--- src/sv/keypad_scan_number_entry_defines.svh ---
// Assertion macros for the keypad scanner.
`ifndef KEYPAD_SCAN_NUMBER_ENTRY_DEFINES_SVH
`define KEYPAD_SCAN_NUMBER_ENTRY_DEFINES_SVH

// Property that holds on every cycle out of reset.
`define KPSE_ASSERT_ALWAYS(lbl, expr, msg) \
  lbl: assert property (@(posedge clk) disable iff (!rst_n) (expr)) else $error(msg);

// Condition in one cycle implies a consequence in the next.
`define KPSE_ASSERT_NEXT(lbl, ante, cons, msg) \
  lbl: assert property (@(posedge clk) disable iff (!rst_n) (ante) |=> (cons)) \
    else $error(msg);

`endif

--- src/sv/kpse_pkg.sv ---
// Types, constants and key table for the keypad scanner.
package kpse_pkg;

  localparam int SETTLE_WIDTH_DEF = 16;
  localparam int CFG_ADDR_W       = 3;
  localparam int CFG_DATA_W       = 32;

  localparam logic [CFG_ADDR_W-1:0] ADDR_SETTLE_TICKS = 3'd0;
  localparam logic [CFG_ADDR_W-1:0] ADDR_ENTRY_ENABLE = 3'd4;
  localparam int ADDR_SEL_BIT = 2;

  localparam logic [15:0] SETTLE_TICKS_RST = 16'd100;
  localparam logic        ENTRY_ENABLE_RST = 1'b1;

  localparam logic [3:0] COLS_NONE = 4'hF;
  localparam logic [3:0] ROWS_ALL  = 4'h0;

  localparam logic [31:0] RECIP10     = 32'hCCCC_CCCD;
  localparam int          DIV10_SHIFT = 35;

  localparam logic [7:0] KEY_ZERO  = "0";
  localparam logic [7:0] KEY_NINE  = "9";
  localparam logic [7:0] KEY_BKSP  = "_";
  localparam logic [7:0] KEY_ENTER = "C";

  localparam logic [7:0] KEY_MAP [4][4] = '{
    '{"1", "2", "3", "A"},
    '{"4", "5", "6", "_"},
    '{"7", "8", "9", "C"},
    '{"*", "0", "#", "D"}
  };

  typedef enum logic [2:0] {
    PH_IDLE    = 3'd0,
    PH_ROWS    = 3'd1,
    PH_COLS    = 3'd2,
    PH_RELEASE = 3'd3,
    PH_SETTLE  = 3'd4
  } phase_t;

  typedef struct packed {
    logic [3:0]  row_drive;
    logic        key_valid;
    logic [7:0]  key_code;
    logic        number_valid;
    logic [31:0] number_value;
  } result_t;

  function automatic logic [3:0] one_row_low(input logic [1:0] r);
    return ~(4'b0001 << r);
  endfunction

endpackage

--- src/sv/kpse_in_if.sv ---
// Input channel: sampled column levels.
interface kpse_in_if;
  logic       valid;
  logic       ready;
  logic [3:0] col_levels;

  modport source (output valid, output col_levels, input ready);
  modport sink   (input valid, input col_levels, output ready);
endinterface

--- src/sv/kpse_out_if.sv ---
// Result channel: row drive, decoded key and completed number.
interface kpse_out_if;
  logic        valid;
  logic        ready;
  logic [3:0]  row_drive;
  logic        key_valid;
  logic [7:0]  key_code;
  logic        number_valid;
  logic [31:0] number_value;

  modport source (output valid, output row_drive, output key_valid, output key_code,
                  output number_valid, output number_value, input ready);
  modport sink   (input valid, input row_drive, input key_valid, input key_code,
                  input number_valid, input number_value, output ready);
endinterface

--- src/sv/keypad_scan_number_entry.sv ---
// Top level: 4x4 keypad scanner with decimal number entry.
//
//   channel  | direction | payload
//   in_ch    | in        | col_levels
//   out_ch   | out       | row_drive, key_valid, key_code, number_valid, number_value
//   cfg APB  | in/out    | settle_ticks (0x0), entry_enable (0x4)
//
// One transfer per cycle while in_ch is not stalled; each result is registered before out_ch offers it.
// Scan state updates at the input transfer; the result lands in an output
// register backed by a one-entry skid register, so input stalls only when both are full.
// Synchronous active-low reset; no clearing pass.
`include "keypad_scan_number_entry_defines.svh"

module keypad_scan_number_entry #(
  parameter int SETTLE_WIDTH = kpse_pkg::SETTLE_WIDTH_DEF
) (
  input  logic                            clk,
  input  logic                            rst_n,
  kpse_in_if.sink                         in_ch,
  kpse_out_if.source                      out_ch,
  input  logic                            psel,
  input  logic                            penable,
  input  logic                            pwrite,
  input  logic [kpse_pkg::CFG_ADDR_W-1:0] paddr,
  input  logic [kpse_pkg::CFG_DATA_W-1:0] pwdata,
  output logic [kpse_pkg::CFG_DATA_W-1:0] prdata,
  output logic                            pready
);

  localparam int CW = (SETTLE_WIDTH > 16) ? SETTLE_WIDTH : 16;

  logic [15:0]              settle_ticks_r;
  logic                     entry_enable_r;
  kpse_pkg::phase_t         phase_r, phase_nxt;
  logic [1:0]               row_index_r, row_index_nxt;
  logic [SETTLE_WIDTH-1:0]  settle_count_r, settle_count_nxt;
  logic [31:0]              acc_r, acc_nxt;
  kpse_pkg::result_t        out_r, skid_r, res;
  logic                     out_valid_r, skid_valid_r;

  logic                     in_fire, out_pop, cfg_wr, any_low;
  logic [1:0]               col_idx;
  logic [7:0]               key_code;
  logic [CW-1:0]            ticks_ext, settle_max;
  logic [SETTLE_WIDTH-1:0]  settle_load, settle_dec;
  logic [63:0]              div_prod;
  logic [31:0]              acc_div10, acc_mul10;

  // config port
  assign pready = 1'b1;
  assign cfg_wr = psel && penable && pwrite && pready;
  assign prdata = paddr[kpse_pkg::ADDR_SEL_BIT] ? {31'b0, entry_enable_r}
                                                 : {16'b0, settle_ticks_r};

  always_ff @(posedge clk) begin
    if (!rst_n) begin
      settle_ticks_r <= kpse_pkg::SETTLE_TICKS_RST;
      entry_enable_r <= kpse_pkg::ENTRY_ENABLE_RST;
    end else if (cfg_wr) begin
      if (paddr[kpse_pkg::ADDR_SEL_BIT]) begin
        entry_enable_r <= pwdata[0];
      end else begin
        settle_ticks_r <= pwdata[15:0];
      end
    end
  end

  // handshake
  assign in_ch.ready = !skid_valid_r;
  assign in_fire     = in_ch.valid && in_ch.ready;
  assign out_pop     = out_valid_r && out_ch.ready;

  // shared datapath terms
  assign any_low = in_ch.col_levels != kpse_pkg::COLS_NONE;

  always_comb begin
    priority if (!in_ch.col_levels[0]) col_idx = 2'd0;
    else if (!in_ch.col_levels[1])     col_idx = 2'd1;
    else if (!in_ch.col_levels[2])     col_idx = 2'd2;
    else                               col_idx = 2'd3;
  end

  assign key_code = kpse_pkg::KEY_MAP[row_index_r][col_idx];

  assign ticks_ext   = CW'(settle_ticks_r);
  assign settle_max  = CW'({SETTLE_WIDTH{1'b1}});
  assign settle_load = (ticks_ext > settle_max) ? settle_max[SETTLE_WIDTH-1:0]
                                                : ticks_ext[SETTLE_WIDTH-1:0];
  assign settle_dec  = (settle_count_r != '0) ? settle_count_r - SETTLE_WIDTH'(1)
                                              : settle_count_r;

  assign div_prod  = 64'(acc_r) * 64'(kpse_pkg::RECIP10);
  assign acc_div10 = 32'(div_prod[63:kpse_pkg::DIV10_SHIFT]);
  assign acc_mul10 = {acc_r[28:0], 3'b000} + {acc_r[30:0], 1'b0}
                   + 32'(key_code - kpse_pkg::KEY_ZERO);

  // next phase
  always_comb begin
    phase_nxt = phase_r;
    unique case (phase_r)
      kpse_pkg::PH_ROWS: begin
        if (any_low) begin
          phase_nxt = kpse_pkg::PH_COLS;
        end else if (row_index_r == 2'd3) begin
          phase_nxt = kpse_pkg::PH_IDLE;
        end
      end
      kpse_pkg::PH_COLS: begin
        phase_nxt = any_low ? kpse_pkg::PH_RELEASE : kpse_pkg::PH_IDLE;
      end
      kpse_pkg::PH_RELEASE: begin
        if (!any_low) begin
          phase_nxt = (settle_load == '0) ? kpse_pkg::PH_IDLE : kpse_pkg::PH_SETTLE;
        end
      end
      kpse_pkg::PH_SETTLE: begin
        if (settle_dec == '0) phase_nxt = kpse_pkg::PH_IDLE;
      end
      default: begin
        phase_nxt = any_low ? kpse_pkg::PH_ROWS : kpse_pkg::PH_IDLE;
      end
    endcase
  end

  // outputs and datapath state
  always_comb begin
    row_index_nxt    = row_index_r;
    settle_count_nxt = settle_count_r;
    acc_nxt          = acc_r;
    res              = '0;
    res.row_drive    = kpse_pkg::ROWS_ALL;
    unique case (phase_r)
      kpse_pkg::PH_ROWS: begin
        if (!any_low && row_index_r != 2'd3) begin
          row_index_nxt = row_index_r + 2'd1;
          res.row_drive = kpse_pkg::one_row_low(row_index_r + 2'd1);
        end
      end
      kpse_pkg::PH_COLS: begin
        if (any_low) begin
          res.key_valid = 1'b1;
          res.key_code  = key_code;
          if (entry_enable_r) begin
            if (key_code >= kpse_pkg::KEY_ZERO && key_code <= kpse_pkg::KEY_NINE) begin
              acc_nxt = acc_mul10;
            end else if (key_code == kpse_pkg::KEY_BKSP) begin
              acc_nxt = acc_div10;
            end else if (key_code == kpse_pkg::KEY_ENTER) begin
              res.number_valid = 1'b1;
              res.number_value = acc_r;
              acc_nxt          = '0;
            end
          end
        end
      end
      kpse_pkg::PH_RELEASE: begin
        if (!any_low && settle_load != '0) settle_count_nxt = settle_load;
      end
      kpse_pkg::PH_SETTLE: begin
        settle_count_nxt = settle_dec;
      end
      default: begin
        if (any_low) begin
          row_index_nxt = 2'd0;
          res.row_drive = kpse_pkg::one_row_low(2'd0);
        end
      end
    endcase
  end

  always_ff @(posedge clk) begin
    if (!rst_n) begin
      phase_r        <= kpse_pkg::PH_IDLE;
      row_index_r    <= 2'd0;
      settle_count_r <= '0;
      acc_r          <= '0;
    end else if (in_fire) begin
      phase_r        <= phase_nxt;
      row_index_r    <= row_index_nxt;
      settle_count_r <= settle_count_nxt;
      acc_r          <= acc_nxt;
    end
  end

  // output register with skid entry
  always_ff @(posedge clk) begin
    if (!rst_n) begin
      out_valid_r  <= 1'b0;
      skid_valid_r <= 1'b0;
    end else begin
      if (!out_valid_r || out_pop) begin
        out_valid_r  <= skid_valid_r || in_fire;
        skid_valid_r <= 1'b0;
      end else if (in_fire) begin
        skid_valid_r <= 1'b1;
      end
    end
  end

  always_ff @(posedge clk) begin
    if (!out_valid_r || out_pop) begin
      out_r <= skid_valid_r ? skid_r : res;
    end else if (in_fire) begin
      skid_r <= res;
    end
  end

  assign out_ch.valid        = out_valid_r;
  assign out_ch.row_drive    = out_r.row_drive;
  assign out_ch.key_valid    = out_r.key_valid;
  assign out_ch.key_code     = out_r.key_code;
  assign out_ch.number_valid = out_r.number_valid;
  assign out_ch.number_value = out_r.number_value;

  `KPSE_ASSERT_ALWAYS(a_skid_behind_out, !skid_valid_r || out_valid_r, "skid full with output empty")
  `KPSE_ASSERT_ALWAYS(a_number_on_enter, !(out_valid_r && out_r.number_valid) || (out_r.key_valid && out_r.key_code == kpse_pkg::KEY_ENTER), "number without enter key")
  `KPSE_ASSERT_NEXT(a_key_to_release, in_fire && phase_r == kpse_pkg::PH_COLS && any_low, phase_r == kpse_pkg::PH_RELEASE, "decoded key did not enter release wait")

endmodule

--- src/flat_wrapper.sv ---
// flat-port wrapper written by rule: the top's interface ports become plain ports
module keypad_scan_number_entry_flat 
#(
  parameter int SETTLE_WIDTH = kpse_pkg::SETTLE_WIDTH_DEF
)
  (clk, rst_n, psel, penable, pwrite, paddr, pwdata, prdata, pready, in_ch_valid, in_ch_col_levels, in_ch_ready, out_ch_valid, out_ch_row_drive, out_ch_key_valid, out_ch_key_code, out_ch_number_valid, out_ch_number_value, out_ch_ready);
  kpse_in_if in_ch_i ();
  kpse_out_if out_ch_i ();
  input  logic clk;
  input  logic rst_n;
  input  logic psel;
  input  logic penable;
  input  logic pwrite;
  input  logic [kpse_pkg::CFG_ADDR_W-1:0] paddr;
  input  logic [kpse_pkg::CFG_DATA_W-1:0] pwdata;
  output logic [kpse_pkg::CFG_DATA_W-1:0] prdata;
  output logic pready;
  input wire logic [$bits(in_ch_i.valid)-1:0] in_ch_valid;
  input wire logic [$bits(in_ch_i.col_levels)-1:0] in_ch_col_levels;
  output wire logic [$bits(in_ch_i.ready)-1:0] in_ch_ready;
  output wire logic [$bits(out_ch_i.valid)-1:0] out_ch_valid;
  output wire logic [$bits(out_ch_i.row_drive)-1:0] out_ch_row_drive;
  output wire logic [$bits(out_ch_i.key_valid)-1:0] out_ch_key_valid;
  output wire logic [$bits(out_ch_i.key_code)-1:0] out_ch_key_code;
  output wire logic [$bits(out_ch_i.number_valid)-1:0] out_ch_number_valid;
  output wire logic [$bits(out_ch_i.number_value)-1:0] out_ch_number_value;
  input wire logic [$bits(out_ch_i.ready)-1:0] out_ch_ready;
  assign in_ch_i.valid = in_ch_valid;
  assign in_ch_i.col_levels = in_ch_col_levels;
  assign in_ch_ready = in_ch_i.ready;
  assign out_ch_valid = out_ch_i.valid;
  assign out_ch_row_drive = out_ch_i.row_drive;
  assign out_ch_key_valid = out_ch_i.key_valid;
  assign out_ch_key_code = out_ch_i.key_code;
  assign out_ch_number_valid = out_ch_i.number_valid;
  assign out_ch_number_value = out_ch_i.number_value;
  assign out_ch_i.ready = out_ch_ready;
  keypad_scan_number_entry #(.SETTLE_WIDTH(SETTLE_WIDTH)) u_core (.clk(clk), .rst_n(rst_n), .in_ch(in_ch_i), .out_ch(out_ch_i), .psel(psel), .penable(penable), .pwrite(pwrite), .paddr(paddr), .pwdata(pwdata), .prdata(prdata), .pready(pready));
endmodule
--- config.mk ---
export PLATFORM = sky130hd
export DESIGN_NAME = keypad_scan_number_entry_flat
export DESIGN_NICKNAME = d
export VERILOG_FILES = /design/src/sv/kpse_pkg.sv /design/src/sv/kpse_in_if.sv /design/src/sv/kpse_out_if.sv /design/src/sv/keypad_scan_number_entry.sv /design/src/flat_wrapper.sv
export VERILOG_INCLUDE_DIRS = /design/src /design/src/sv
export SDC_FILE = /design/constraint.sdc
export NUM_CORES = 2
export LEC_CHECK = 0
export BUFFER_PORTS_ARGS = -buffer_cell sky130_fd_sc_hd__buf_2
export CAP_MARGIN = 20
export CORE_ASPECT_RATIO = 0.9
export CORE_MARGIN = 3
export CORE_UTILIZATION = 55
export DETAILED_ROUTE_END_ITERATION = 6
export GPL_TIMING_DRIVEN = 1
export PLACE_DENSITY = 0.82
export SYNTH_ARGS = -nofsm -noshare
export SYNTH_HDL_FRONTEND = slang
export SYNTH_SLANG_ARGS = --single-unit
--- constraint.sdc ---
create_clock -name clk -period 12.3 [get_ports clk]
set_clock_uncertainty 0.1 [all_clocks]
set_input_delay 2.46 -clock clk [delete_from_list [all_inputs] [get_ports clk]]
set_output_delay 2.46 -clock clk [all_outputs]
set_load 0.01 [all_outputs]
# Word level (Yosys, flattened, before mapping)
# Cells that the tools add are included.
dict set report totals {
  regBits 164
  inputBits 46
  elab_cells 117
}
dict set report op_classes {
  n_addsub 5
  n_mul 1
  order_cmp 5
  eq_ne 14
  n_shift 1
  n_mux 38
  n_bitwise 7
  reduce_logical 28
}
# cell count
set op_table {}
lappend op_table {{32-bit two-way mux} 5}
lappend op_table {{33-bit two-way mux} 4}
lappend op_table {{42-bit two-way mux} 2}
lappend op_table {{32-bit adder} 2}
lappend op_table {{32-bit binary-select mux with 2-bit select} 1}
lappend op_table {{32-bit by 32-bit multiplier with 64-bit output (second input constant)} 1}
lappend op_table {{16-bit two-way mux} 4}
lappend op_table {{46-bit two-way mux} 1}
lappend op_table {{16-bit logical NOT} 2}
lappend op_table {{16-bit case mux with 2 select lines} 1}
lappend op_table {{16-bit nonzero test} 2}
lappend op_table {{8-bit binary-select mux with 2-bit select} 1}
lappend op_table {{8-bit by 7-bit == test with 1-bit output (second input constant)} 2}
lappend op_table {{16-bit > comparator (second input constant)} 1}
lappend op_table {{8-bit two-way mux} 2}
lappend op_table {{16-bit by 1-bit subtractor with 16-bit output (second input constant)} 1}
lappend op_table {{3-bit two-way mux} 5}
lappend op_table {{3-bit case mux with 4 select lines} 1}
lappend op_table {{2-bit two-way mux} 5}
lappend op_table {{8-bit by 6-bit subtractor with 9-bit output (second input constant)} 1}
lappend op_table {{8-bit by 6-bit greater-or-equal comparator with 1-bit output (second input constant)} 1}
lappend op_table {{8-bit by 6-bit <= comparator with 1-bit output (second input constant)} 1}
lappend op_table {{4-bit two-way mux} 2}
lappend op_table {{4-bit case mux with 2 select lines} 1}
lappend op_table {{other kinds (27)} 50}

# Depth between registers and ports, before layout
dict set report logic_depth {
  word_depth 15
  mapped_depth 26
  mapped_depth_nobuf 25
}

# Worst setup path before layout
# OpenSTA, ideal clock, no wires.
dict set report synth_path {
  path_type {register to register}
  start {reg u_core.acc_r[18]}
  end {reg u_core.acc_r[23]}
  setup_time_ps 75
  arrival_time_ps 6928
  required_time_ps 12125
  path_slack_ps 5197
  stages_incl_launch_ff 26
  cell_sequence {dfxtp_1 -> ha_1 -> inv_1 -> fa_1 -> inv_1 -> fa_1 -> inv_1 -> fa_1 -> inv_1 -> fa_1 -> fa_1 -> fa_1 -> inv_1 -> fa_1 -> inv_1 -> ha_1 -> a21oi_1 -> o211ai_1 -> a221o_1 -> nor3_1 -> a21oi_1 -> a21o_1 -> a31o_2 -> a21oi_1 -> mux2_2 -> o22ai_1}
}
dict set report synth_via {
  elab_chain_cells 3
  elab_cells_between_ends 5
  cone_classes {2 x add/sub; 1 x mul; 2 x mux}
}
# item line
set synth_rtl {}
lappend synth_rtl {{from (decl)} keypad_scan_number_entry.sv:37} ;# logic [31:0] acc_r, acc_nxt;
lappend synth_rtl {{from (signal assigned)} keypad_scan_number_entry.sv:181} ;# acc_r <= acc_nxt;
lappend synth_rtl {{32-bit by 32-bit multiplier with 64-bit output or 32-bit adder (tied branches)} {keypad_scan_number_entry.sv:92, keypad_scan_number_entry.sv:94}}
lappend synth_rtl {{32-bit two-way mux or 32-bit adder (tied branches)} {keypad_scan_number_entry.sv:146, keypad_scan_number_entry.sv:95}}
lappend synth_rtl {{32-bit two-way mux (*)} keypad_scan_number_entry.sv:144} ;# if (key_code >= kpse_pkg::KEY_ZERO && key_code <= kpse_pkg::KEY_NINE) begin
# Mark *: on every way between the ends. The rest lies on a longest branch, timed or not.
# A chain may end at the register's enable or synchronous reset.

# Final worst setup path
dict set report layout_path {
  start {reg u_core.acc_r[18]}
  end {reg u_core.acc_r[21]}
}
# Same word-level chain as after synthesis.

==> results.toml <==
[status]
status = "finished, violations left"
violations = "DRC"

[grt]
grt_use_total_pct = 29.27
grt_overflow_total = 0
grt_start_max_net_pins = 49
grt_pass1_vias = 20890
antenna_found_initial = 1
grt_pass1_wl_mm = 116.9

[detailed_routing]
ant_nets = 0
drt-initial-drc-count = 1968
drc_errors = 1
drtPass1Iterations = 7
drt_wl_total_mm = 74.17
vias_per_cell = 5.947
vias = 20550
wl_per_cell_microns = 21.46

[timing]
relSlewSlack_pct = 22.76
tightest_slew_ns = 1.159
rsz0062_at_grt = "no"
hold_viol_final = 0
min_period_ns = 9.073
holdWs_ns = 0.4014
max_clock_freq_ghz = 0.1102
fin_crit_sh_pct = 73.76
setup_tns_ns = 0
drv_slew = 0
setup_ws_ns = 3.227
final-setup-viol-count = 0

[yosys]
syn_area_sq_um = 26950
synth-seq-cells = 162
ys.warnings.count = 0
seq_area_frac_synth_pct = 15.37
synth_edf_count = 90
ys.flop_type = "edfxtp_1"
syn_inst = 2769
ys_types = 85
postSynthAreaPerCell_sq_um = 9.734
synthArstFlopShare_pct = 0

[run]
cap_violations = 0

[setup_path]
cp_max_fo = 9
startpoint_type = "flip-flop"
critical_path_class = "flip-flop to flip-flop"
cp.required_ns = 12.51
endpoint_kind = "flip-flop"
cp_data_arrival_time_ns = 9.28

[floorplan]
num_rows = 76
die_w_microns = 239.4
io_pins = 127
core_sq_um = 48120
die_h_microns = 216.0
start_util_pct = 56.02
fp.dieArea_sq_um = 51710

[final_layout]
antenna_cells = 0
mostFrequentLayoutCells = "inv_1 (590), fa_1 (415), ha_1 (390)"
final_util_pct = 59.32
final_common_cell = "inv_1"
nets = 3670
finalNonFillerCells = 3456
stdcell_area_sq_um = 28540
area_delta_synth_final_pct = 5.891
drive_gt1_share_pct = 7.451

[clock_network]
cts_tree = "built"
root_buffer = "clkbuf_16"
hold_buffers = 0
numClockSinks = 162
clockBufferDepth = 2
cts.clk_slew.worst_paths_ns = 0.07
postCtsResizedCells = 0
clock_latency_ns = 0.44
htreeDepth = 4
cts_setup_buffers = 0
cts_made_buffers = 17

[placement]
dp.cells = 3424
portBuffers = 90
gp_congestion = 1.032
dpl.hpwl_mm = 62.64
dpl_cell_area_sq_um = 27960
dpl_worst_slack_ns = 3.399

[power_and_ir_drop]
powerDensity_nw_per_um2 = 96.29
total_leakage_power_nw = 15.35
vdd_drop_max_mv = 0.08869
finalPower_mw = 2.748

[min_path]
hold_path.class = "flip-flop to flip-flop"
-- worst max-delay path: stages (launching register included) --
cell       delay [ns]
dfxtp_1          0.72
ha_1             0.50
inv_1            0.18
fa_1             0.53
inv_1            0.06
fa_1             0.51
inv_1            0.06
fa_1             0.50
inv_1            0.06
fa_1             0.61
fa_1             0.49
fa_1             0.51
inv_1            0.06
fa_1             0.50
inv_1            0.04
ha_1             0.40
nand4_1          0.25
nor3_1           0.33
a32o_1           0.29
nor3_1           0.06
a21oi_1          0.70
o2111ai_1        0.32
a21oi_1          0.49
a21boi_0         0.20
xor2_1           0.33
a31oi_1          0.14
-- cell usage after synthesis, drive strengths merged (4+ instances only) --
cell type | instances | share of area, %
inv | 592 | 8.2
fa | 415 | 31
ha | 390 | 18
a21oi | 155 | 2.9
nand2 | 145 | 2.0
nor2 | 98 | 1.4
edfxtp | 90 | 10
o21ai | 90 | 1.7
dfxtp | 72 | 5.3
a21o | 66 | 1.8
clkbuf | 58 | 0.81
xor2 | 57 | 1.9
and2 | 52 | 1.2
mux2 | 44 | 1.8
nand3 | 44 | 0.84
xnor2 | 43 | 1.4
nor3 | 37 | 0.77
buf | 32 | 0.77
nor2b | 25 | 0.58
nand4 | 23 | 0.53
a221oi | 21 | 0.71
a211oi | 19 | 0.53
a31oi | 15 | 0.35
o21bai | 15 | 0.42
o31ai | 13 | 0.38
nand2b | 11 | 0.26
nor4 | 10 | 0.26
o21a | 9 | 0.25
o22ai | 9 | 0.21
or2 | 9 | 0.21
and3 | 8 | 0.19
a22oi | 7 | 0.19
or3 | 7 | 0.16
mux2i | 6 | 0.22
o32ai | 6 | 0.22
a21boi | 5 | 0.14
and4 | 5 | 0.16
o211ai | 5 | 0.14
a211o | 4 | 0.13
a221o | 4 | 0.15
a32oi | 4 | 0.13
-- where the power goes --
part	leakage, nW	internal [mW]	switching, mW
Sequential	1.53	0.595	0.0410
Combinational	13.5	0.601	0.973
Clock	0.281	0.289	0.250
-- path summary, 6_finish.rpt --
kind | start | to | slack, ns | cells past startpoint
worst max-delay path | u_core.acc_r[18] | u_core.acc_r[21] | 3.23 | 25
worst min-delay path | u_core.settle_ticks_r[0] | u_core.settle_ticks_r[0] | 0.40 | 2
worst max register to register | u_core.acc_r[18] | u_core.acc_r[21] | 3.23 | 25
worst min register to register | u_core.settle_ticks_r[0] | u_core.settle_ticks_r[0] | 0.40 | 2
-- registers in the layout, indices dropped and copies added (netlist names) --
register                    flops
u_core.settle_count_r          16
u_core.entry_enable_r           1
u_core.out_ch.key_code          7
u_core.out_ch.row_drive         4
u_core.phase_r                  3
u_core.out_ch.key_valid         1
u_core.skid_r                  45
u_core.acc_r                   32
u_core.out_ch.number_value     32
u_core.settle_ticks_r          16
u_core.out_ch.valid             1
u_core.row_index_r              2
u_core.skid_valid_r             1
u_core.out_ch.number_valid      1
-- final cells by class --
cell class                 instances  area [sq um]
multi-input combinational       1941         20250
fill                            4026         19570
sequential                       162          4144
inverter                         592          2222
tap                              624         780.7
timing repair buffer             105         563.0
clock buffer                      17         425.4
clock inverter                    15         161.4
-- cell families (layout without fill, tap and decap cells) --
group           Yosys count  after routing  synth area share (%)
buf+inv                 682            729                 9.822
simple gates            486            486                 8.922
fa+ha+maj               805            805                 48.93
mux                      50             50                 2.061
flops                   162            162                 15.37
xor+xnor                100            100                 3.249
other cells               2             18               0.02786
compound gates          482            482                 11.62
-- routing by layer --
metal / part of all wire (%) / GRT usage (%) / up-vias
met5: 0.018 / 0 / -
met4: 3.5 / 9.553 / 2
met3: 8.7 / 4.804 / 148
met2: 45 / 44.96 / 996
met1: 43 / 42.46 / 10210
li1: - / - / 9199
No activity file was read; power rests on OpenSTA's default activity.
